==> src/rtl/core/cdte_pkg.sv <==
// shared types, constants and helper functions for the date to epoch seconds converter
package cdte_pkg;

  localparam int unsigned YearW   = 12;
  localparam int unsigned MonthW  = 4;
  localparam int unsigned DayW    = 5;
  localparam int unsigned HourW   = 5;
  localparam int unsigned MinuteW = 6;
  localparam int unsigned SecondW = 6;
  localparam int unsigned OffsetW = 17;
  localparam int unsigned EpochW  = 32;
  localparam int unsigned DaysW   = 21;
  localparam int unsigned HmsW    = 17;
  localparam int unsigned InDataW = 40;

  localparam logic [YearW-1:0]   BaseYear        = 12'd1970;
  localparam logic [9:0]         LeapsBeforeBase = 10'd477;
  localparam logic [OffsetW-1:0] OffsetReset     = 17'd3600;
  localparam logic [MonthW-1:0]  MonthFullYear   = 4'd12;
  localparam logic [MonthW-1:0]  MonthMarch      = 4'd2;

  typedef struct packed {
    logic [SecondW-1:0] second;
    logic [MinuteW-1:0] minute;
    logic [HourW-1:0]   hour;
    logic [DayW-1:0]    day;
    logic [MonthW-1:0]  month;
    logic [YearW-1:0]   year;
  } cdte_in_t;

  typedef struct packed {
    logic [DaysW-1:0] days;
    logic [HmsW-1:0]  hms;
  } cdte_mid_t;

  // days before the first of each month in a common year, last entry is a full year
  function automatic logic [8:0] month_start(input logic [MonthW-1:0] k);
    logic [8:0] r;
    case (k)
      4'd0:    r = 9'd0;
      4'd1:    r = 9'd31;
      4'd2:    r = 9'd59;
      4'd3:    r = 9'd90;
      4'd4:    r = 9'd120;
      4'd5:    r = 9'd151;
      4'd6:    r = 9'd181;
      4'd7:    r = 9'd212;
      4'd8:    r = 9'd243;
      4'd9:    r = 9'd273;
      4'd10:   r = 9'd304;
      4'd11:   r = 9'd334;
      default: r = 9'd365;
    endcase
    return r;
  endfunction

  // floor(z / 25) for z below 1024, by reciprocal multiply
  function automatic logic [5:0] div25(input logic [9:0] z);
    logic [20:0] p;
    p = 21'(z) * 21'd1311;
    return p[20:15];
  endfunction

  // true when z is a multiple of 25
  function automatic logic mult25(input logic [9:0] z);
    logic [5:0] q;
    logic [9:0] back;
    q    = div25(z);
    back = {q, 4'b0} + {1'b0, q, 3'b0} + {4'b0, q};
    return back == z;
  endfunction

  // leap years in 1..y
  function automatic logic [9:0] leaps_through(input logic [YearW-1:0] y);
    logic [10:0] s;
    s = 11'(y[11:2]) - 11'(div25(y[11:2])) + 11'(div25({2'b0, y[11:4]}));
    return s[9:0];
  endfunction

endpackage

==> src/rtl/core/cdte_day_count.sv <==
// first stage: day count since the base date and seconds within the day
module cdte_day_count
  import cdte_pkg::*;
(
  input  cdte_in_t  cal_i,
  output cdte_mid_t mid_o
);

  logic [YearW-1:0]  ydiff;
  logic [19:0]       days_year;
  logic [MonthW-1:0] k;
  logic              is_leap;
  logic              leap_day;
  logic [DaysW-1:0]  days_sum;
  logic [HmsW-1:0]   hms;

  always_comb begin
    ydiff = cal_i.year - BaseYear;
    if (cal_i.year > BaseYear) begin
      days_year = 20'(ydiff) * 20'd365 + 20'(leaps_through(cal_i.year - 12'd1))
                - 20'(LeapsBeforeBase);
    end else begin
      days_year = '0;
    end

    if (cal_i.month == '0) begin
      k = '0;
    end else if (cal_i.month > MonthFullYear) begin
      k = MonthFullYear;
    end else begin
      k = cal_i.month - 4'd1;
    end

    is_leap = ((cal_i.year[1:0] == 2'b00) && !mult25(cal_i.year[11:2]))
            || ((cal_i.year[3:0] == 4'b0000) && mult25({2'b0, cal_i.year[11:4]}));
    leap_day = (k >= MonthMarch) && is_leap;

    days_sum = 21'(days_year) + 21'(month_start(k)) + 21'(leap_day)
             + 21'(cal_i.day) - 21'd1;

    hms = 17'(cal_i.hour) * 17'd3600 + 17'(cal_i.minute) * 17'd60 + 17'(cal_i.second);

    mid_o.days = days_sum;
    mid_o.hms  = hms;
  end

endmodule

==> src/rtl/core/cdte_sec_sum.sv <==
// second stage: days to seconds, add time of day, subtract the offset
module cdte_sec_sum
  import cdte_pkg::*;
(
  input  cdte_mid_t           mid_i,
  input  logic [OffsetW-1:0]  offset_i,
  output logic [EpochW-1:0]   secs_o
);

  logic [EpochW-1:0] days_ext;
  logic [EpochW-1:0] off_ext;
  logic [EpochW-1:0] day_secs;

  always_comb begin
    days_ext = {{(EpochW-DaysW){mid_i.days[DaysW-1]}}, mid_i.days};
    off_ext  = {{(EpochW-OffsetW){offset_i[OffsetW-1]}}, offset_i};
    day_secs = days_ext * 32'd86400;
    secs_o   = day_secs + 32'(mid_i.hms) - off_ext;
  end

endmodule

==> src/rtl/core/civil_date_to_epoch_seconds.sv <==
// top level: calendar date and time of day to seconds since 1970-01-01 minus an offset
// Converts one date word per clock cycle into a 32-bit count of seconds since
// 1970-01-01 00:00:00 under the Gregorian leap rule, minus the signed offset held
// in the configuration register (reset 3600). Day and time fields have no range
// check; month 0 counts as January, a month above 12 adds a full year of days, a
// year before 1970 adds no year days, and the result wraps modulo 2^32. The path is
// three registers deep (input register, day count register, result register), and
// the result register drives the output; one word is taken every cycle as long as
// the output side keeps up, and a stall at the output holds each stage in turn.
// Write the offset only while no word is in flight.
module civil_date_to_epoch_seconds
  import cdte_pkg::*;
(
  input  logic                clk_i,
  input  logic                rst_ni,
  input  logic                cfg_we_i,
  input  logic [OffsetW-1:0]  cfg_wdata_i,
  input  logic                s_axis_tvalid,
  output logic                s_axis_tready,
  // year[11:0], month[15:12], day[20:16], hour[25:21], minute[31:26], second[37:32]
  input  logic [InDataW-1:0]  s_axis_tdata,
  output logic                m_axis_tvalid,
  input  logic                m_axis_tready,
  // epoch_seconds[31:0]
  output logic [EpochW-1:0]   m_axis_tdata
);

  logic [OffsetW-1:0] offset_q;
  logic               in_v_q;
  cdte_in_t           in_q;
  logic               mid_v_q;
  cdte_mid_t          mid_q, mid_d;
  logic               out_v_q;
  logic [EpochW-1:0]  out_q, out_d;
  logic               out_rdy, mid_rdy;

  assign out_rdy       = !out_v_q || m_axis_tready;
  assign mid_rdy       = !mid_v_q || out_rdy;
  assign s_axis_tready = !in_v_q || mid_rdy;

  cdte_day_count u_day_count (
    .cal_i (in_q),
    .mid_o (mid_d)
  );

  cdte_sec_sum u_sec_sum (
    .mid_i    (mid_q),
    .offset_i (offset_q),
    .secs_o   (out_d)
  );

  always_ff @(posedge clk_i or negedge rst_ni) begin
    if (!rst_ni) begin
      offset_q <= OffsetReset;
      in_v_q   <= 1'b0;
      mid_v_q  <= 1'b0;
      out_v_q  <= 1'b0;
    end else begin
      if (cfg_we_i) begin
        offset_q <= cfg_wdata_i;
      end
      if (s_axis_tready) begin
        in_v_q <= s_axis_tvalid;
      end
      if (mid_rdy) begin
        mid_v_q <= in_v_q;
      end
      if (out_rdy) begin
        out_v_q <= mid_v_q;
      end
    end
  end

  always_ff @(posedge clk_i) begin
    if (s_axis_tready && s_axis_tvalid) begin
      in_q <= cdte_in_t'(s_axis_tdata[37:0]);
    end
    if (mid_rdy && in_v_q) begin
      mid_q <= mid_d;
    end
    if (out_rdy && mid_v_q) begin
      out_q <= out_d;
    end
  end

  assign m_axis_tvalid = out_v_q;
  assign m_axis_tdata  = out_q;

endmodule
==> config.mk <==
export PLATFORM = sky130hd
export DESIGN_NAME = civil_date_to_epoch_seconds
export DESIGN_NICKNAME = d
export VERILOG_FILES = /design/src/rtl/core/cdte_pkg.sv /design/src/rtl/core/cdte_day_count.sv /design/src/rtl/core/cdte_sec_sum.sv /design/src/rtl/core/civil_date_to_epoch_seconds.sv
export SDC_FILE = /design/constraint.sdc
export NUM_CORES = 1
export LEC_CHECK = 0
export ABC_AREA = 1
export BUFFER_PORTS_ARGS = -buffer_cell sky130_fd_sc_hd__buf_2
export CORE_MARGIN = 4
export CORE_UTILIZATION = 60
export DETAILED_ROUTE_END_ITERATION = 10
export MAX_ROUTING_LAYER = met4
export PLACE_DENSITY = 0.86
export SKIP_CTS_REPAIR_TIMING = 1
export SLEW_MARGIN = 20
export SYNTH_ARGS = -nofsm -noshare
export SYNTH_HDL_FRONTEND = slang
export SYNTH_HIERARCHICAL = 1
export SYNTH_SLANG_ARGS = --single-unit
==> constraint.sdc <==
create_clock -name clk_i -period 19.45 [get_ports clk_i]
set_input_delay 3.89 -clock clk_i [delete_from_list [all_inputs] [get_ports clk_i]]
set_output_delay 3.89 -clock clk_i [all_outputs]
set_load 0.02 [all_outputs]
=== Word-level counts from Yosys, hierarchy flattened ===
Memory sizes are Yosys's and may differ from the RTL's.
Index checks and enable logic that the tools add are counted.

* Register bits after elaboration: 128
* Bits in latches: 0
* RAM bits: 0
* Memory bits (read-only): 144
* Bits of input ports: 62
* Output and inout bits: 34
* Logic and storage cells: 66
* Memories: 1

* Add/sub/neg operators: 19
* $mul: 8
* Div/mod/pow operators: 0
* Order comparisons: 3
* Eq/ne operators: 2
* Shift-type cells: 0
* Multiplexer cells: 3
* Bitwise operators: 0
* Reductions and logical operators: 17

{| class="wikitable"
|+ Memories
! name !! words !! width !! read ports !! clocked after Yosys merged registers in !! write ports !! RTL line !! text
|-
| (no name shown) || 16 || 9 || 1 || 0 || 0 || cdte_pkg.sv:39 || <nowiki>case (k)</nowiki>
|}

{| class="wikitable"
|+ Operators by type and width
! kind !! count
|-
| multiplier 10 x 11 -> 21 bit, second input constant || 2
|-
| multiplier 8 x 11 -> 19 bit, second input constant || 2
|-
| adder 32 x 17 -> 32 bit || 1
|-
| multiplier 32 x 10 -> 25 bit, second input constant || 1
|-
| subtractor 32 bit || 1
|-
| adder 20 x 9 -> 21 bit || 1
|-
| adder 21 x 1 -> 21 bit || 1
|-
| adder 21 x 5 -> 21 bit || 1
|-
| subtractor 21 x 1 -> 21 bit, second input constant || 1
|-
| adder 10 x 4 -> 10 bit || 2
|-
| adder 20 x 10 -> 20 bit || 1
|-
| multiplier 12 x 9 -> 20 bit, second input constant || 1
|-
| 2-to-1 mux 20 bit || 1
|-
| subtractor 20 x 9 -> 20 bit, second input constant || 1
|-
| adder 17 x 12 -> 17 bit || 1
|-
| adder 17 x 6 -> 17 bit || 1
|-
| multiplier 5 x 8 -> 13 bit, second input constant || 1
|-
| > comparator 12 x 11 -> 1 bit, second input constant || 1
|-
| subtractor 12 x 1 -> 12 bit, second input constant || 1
|-
| subtractor 12 x 11 -> 12 bit, second input constant || 1
|-
| adder 10 x 6 -> 10 bit || 1
|-
| adder 10 x 9 -> 10 bit || 1
|-
| equality test 10 bit || 1
|-
| equality test 10 x 8 -> 1 bit || 1
|-
| other kinds (12) || 25
|}

=== Depth between registers and ports, before layout ===
* Depth after elaboration: 11
* Depth in mapped cells: 71
* Gate-level depth less buffers: 70

=== Modules after synthesis ===
The synthesis kept the hierarchy.

{| class="wikitable"
|+ By module, submodules not included
! module !! instances !! cells an instance !! area an instance (sq um) !! seq. area each (sq um)
|-
| cdte_day_count || 1 || 1,924 || 14,361.3 || 0.0
|-
| cdte_sec_sum || 1 || 868 || 5,809.3 || 0.0
|-
| civil_date_to_epoch_seconds || 1 || 196 || 4,038.9 || 3,748.6
|}

=== Least setup slack after synthesis ===
Ideal clock, no wire load.

* Kind: reg-to-reg
* Start point: register in_q[4] in the netlist's numbering
* End point: register mid_q[35] in the netlist's numbering, data pin
* Setup time: 0.265 ns
* Data arrival time: 11.308 ns
* Required time: 19.185 ns
* Slack: 7.876 ns
* Cell stages (with the launch flop): 64
* Buffers on the path: 0
* Period minus slack after synthesis: 11.574 ns
* Path through: edfxtp_1 -> inv_1 -> ha_1 -> inv_1 -> o21ai_0 -> nand2_2 -> nand3_4 -> nor2_8 -> xor2_2 -> nand2_1 -> nand2_2 -> inv_2 -> ha_1 -> inv_1 -> fa_1 -> inv_1 -> fa_1 -> inv_1 -> [... 28 more ...] -> inv_1 -> ha_1 -> a21o_1 -> a31oi_1 -> nand2_1 -> nand3_1 -> nand2_1 -> or2_2 -> nand3_1 -> ha_1 -> ha_1 -> a21oi_1 -> o21ai_0 -> a21oi_1 -> nand2_1 -> a21boi_1 -> o21ai_0 -> xor2_1

{| class="wikitable"
|+ RTL lines
! element !! RTL line !! text
|-
| from (decl) || civil_date_to_epoch_seconds.sv:30 || <nowiki>cdte_in_t in_q;</nowiki>
|-
| from (signal assigned) || civil_date_to_epoch_seconds.sv:76 || <nowiki>in_q <= cdte_in_t'(s_axis_tdata[37:0]);</nowiki>
|-
| to (signal assigned) || civil_date_to_epoch_seconds.sv:79 || <nowiki>mid_q <= mid_d;</nowiki>
|-
| to (decl) || civil_date_to_epoch_seconds.sv:32 || <nowiki>cdte_mid_t mid_q, mid_d;</nowiki>
|}

==> impl_metrics.ini <==
[critical_path]
required_ns = 19.72
cp-end-kind = register
r2r_slack_ns = 6.09
critPathMaxStageDelay_ns = 0.61
crit_slowest_cell = edfxtp_1
crit_arrival_ns = 13.63
startpoint_type = register
cp_max_fo = 10
crit_type = reg -> reg

[finish]
fin_nets = 3860
fin_util = 0.650
drive_above_1_share = 0.0650
area_growth_pct = 6.99

[synth]
synthDistinctLibCells = 59
synth.most_common_cell = inv_1
ys_seq_area_frac = 0.155
synthCells = 2988
synth-seq-cells = 128
avgSynthCellArea_um2 = 8.10
synthTopCellsByArea = ha_1 26%, fa_1 17%, edfxtp_1 13%
synth_edf_count = 108
synthArstFlopShare = 0.156
synth_common_cells = 686 x inv_1, 519 x nand2_1, 498 x ha_1, 205 x fa_1, 179 x a21oi_1
ys.warnings.count = 6
netlist_area_um2 = 24200
synth_top_area_cell = ha_1
yosysTopAreaCellShare = 0.257
synth_ff_type = edfxtp_1
synth_fp_nets = 3753

[drt]
postRouteAntennaNets = 0
wl_per_cell_um = 15.5
vias = 19700
met2_length_um = 28600
drtIter0Drc = 1250
wl_met3_um = 2250
drtPass1Iterations = 6
via_per_inst = 5.42
wirelength_met1_um = 24000
wirelength_um = 56400
routed.top_layer = met4
drc = 0

[sta]
finalCritPeriodShare = 0.687
rsz0062_at_grt = false
hold_viol = 0
max_slew_margin = 0.338
finClkSkew_ns = 0.0147
finalSetupTns_ns = 0
final.min_clock_period_ns = 13.36
max_freq_mhz = 74.9
slew_violations = 0
worstMarginPinSlew_ns = 0.991
setup_violations = 0

[place]
gp_congestion = 0.970
portBuffers = 93
dp_hpwl_um = 46400

[clock_network]
cts_sinks = 128
numCtsBuffers = 17
cts_root_buffer = clkbuf_16
cts_buffer_depth = 2
cts_tree = done
clkTransAtPathRegs_ns = 0.07
h-tree-depth = 4
worst_skew_pair.late_latency_ns = 0.44

[global_route]
antenna_found_initial = 1
grt_max_degree = 39
grt_pass1_wl_um = 95000
grt_pass1_vias = 20000
grt_use_total = 0.269
grt-ovfl-total = 0

[floorplan]
start_util = 0.608
core_um2 = 39800
num_io_pins = 96
core.rowCount = 73
fp.dieH_um = 209
dieArea_um2 = 43600
die_x_um = 209

[job]
cap_violations = 0

[hold_path]
hold_path.class = reg -> reg

[status]
outcome = complete, no violations
==> critical path: cells and delay by family, from the launching register on <==
kind / cells / cell delay [ns]
fa+ha+maj: 15 / 5.98
xor+xnor: 3 / 1.05
compound gates: 11 / 2.14
buf+inv: 13 / 1.19
simple gates: 21 / 2.17
flops: 1 / 0.61
==> kinds of logic (layout without fill, tap and decap cells) <==
kind of cell / Yosys count / in the layout / share of synthesized area
AND/OR/NAND/NOR: 927 / 927 / 0.165
buffers and inverters: 705 / 825 / 0.111
adder cells (fa/ha/maj): 703 / 703 / 0.427
AO/OA/AOI/OAI: 383 / 383 / 0.0900
XOR/XNOR: 142 / 142 / 0.0529
flip-flops: 128 / 128 / 0.155
other: 0 / 1 / 0
==> routing by layer <==
layer | up-vias | GRT usage
li1 | 9815 | -
met1 | 9225 | 0.327
met2 | 525 | 0.474
met3 | 119 | 0.0266
met4 | 0 | 0.0839
met5 | - | -
==> area by class of cell <==
class	instances	area (um2)
Multi-Input combinational cell	2155	17800
Fill cell	3225	13900
Sequential cell	128	3750
Inverter	694	2610
Tap cell	525	657
Timing Repair Buffer	99	510
Clock buffer	17	425
Clock inverter	15	163
Antenna cell	1	2.50
==> state kept, by name, summed over array words and instances, names as in the netlist <==
signal,cells
mid_q,38
mid_v_q,1
offset_q,17
in_v_q,1
m_axis_tdata,32
in_q,38
m_axis_tvalid,1
==> placed cells by master (no fill, tap or decap), drive strengths merged, types with 23 or more instances in the layout <==
cell type  count
buf           99
a21oi        184
xor2         101
fa           205
nand4         27
nand3        136
a21o          23
ha           498
nor2         179
inv          705
o21ai        110
nand2        533
xnor2         41
edfxtp       108
==> final timing paths <==
path	start	endpoint	cells after the start
setup / recovery	in_q[4]$_DFFE_PP_	mid_q[37]$_DFFE_PP_	63
hold / removal	in_q[33]$_DFFE_PP_	mid_q[1]$_DFFE_PP_	0
setup reg to reg	in_q[4]$_DFFE_PP_	mid_q[37]$_DFFE_PP_	63
hold reg to reg	in_q[33]$_DFFE_PP_	mid_q[1]$_DFFE_PP_	0
max in group asynchronous	rst_ni	offset_q[9]$_DFFE_PN1P_	1
min in group asynchronous	rst_ni	m_axis_tvalid$_DFFE_PN0P_	1
==> metrics by stage <==
step	hold slack [ns]	cell area, um2	instances	worst slack, ns
global placement	0.404	25300	3601	6.40
detailed placement	0.408	25300	3601	6.25
finish	0.422	25900	3634	6.09
global route	0.428	25900	3634	5.13
CTS	0.424	25900	3633	6.21
floorplan	0.448	24200	2988	7.88
Power is not shown: default switching activity piles up to over one toggle a cycle in this logic, so the estimate is an artifact.
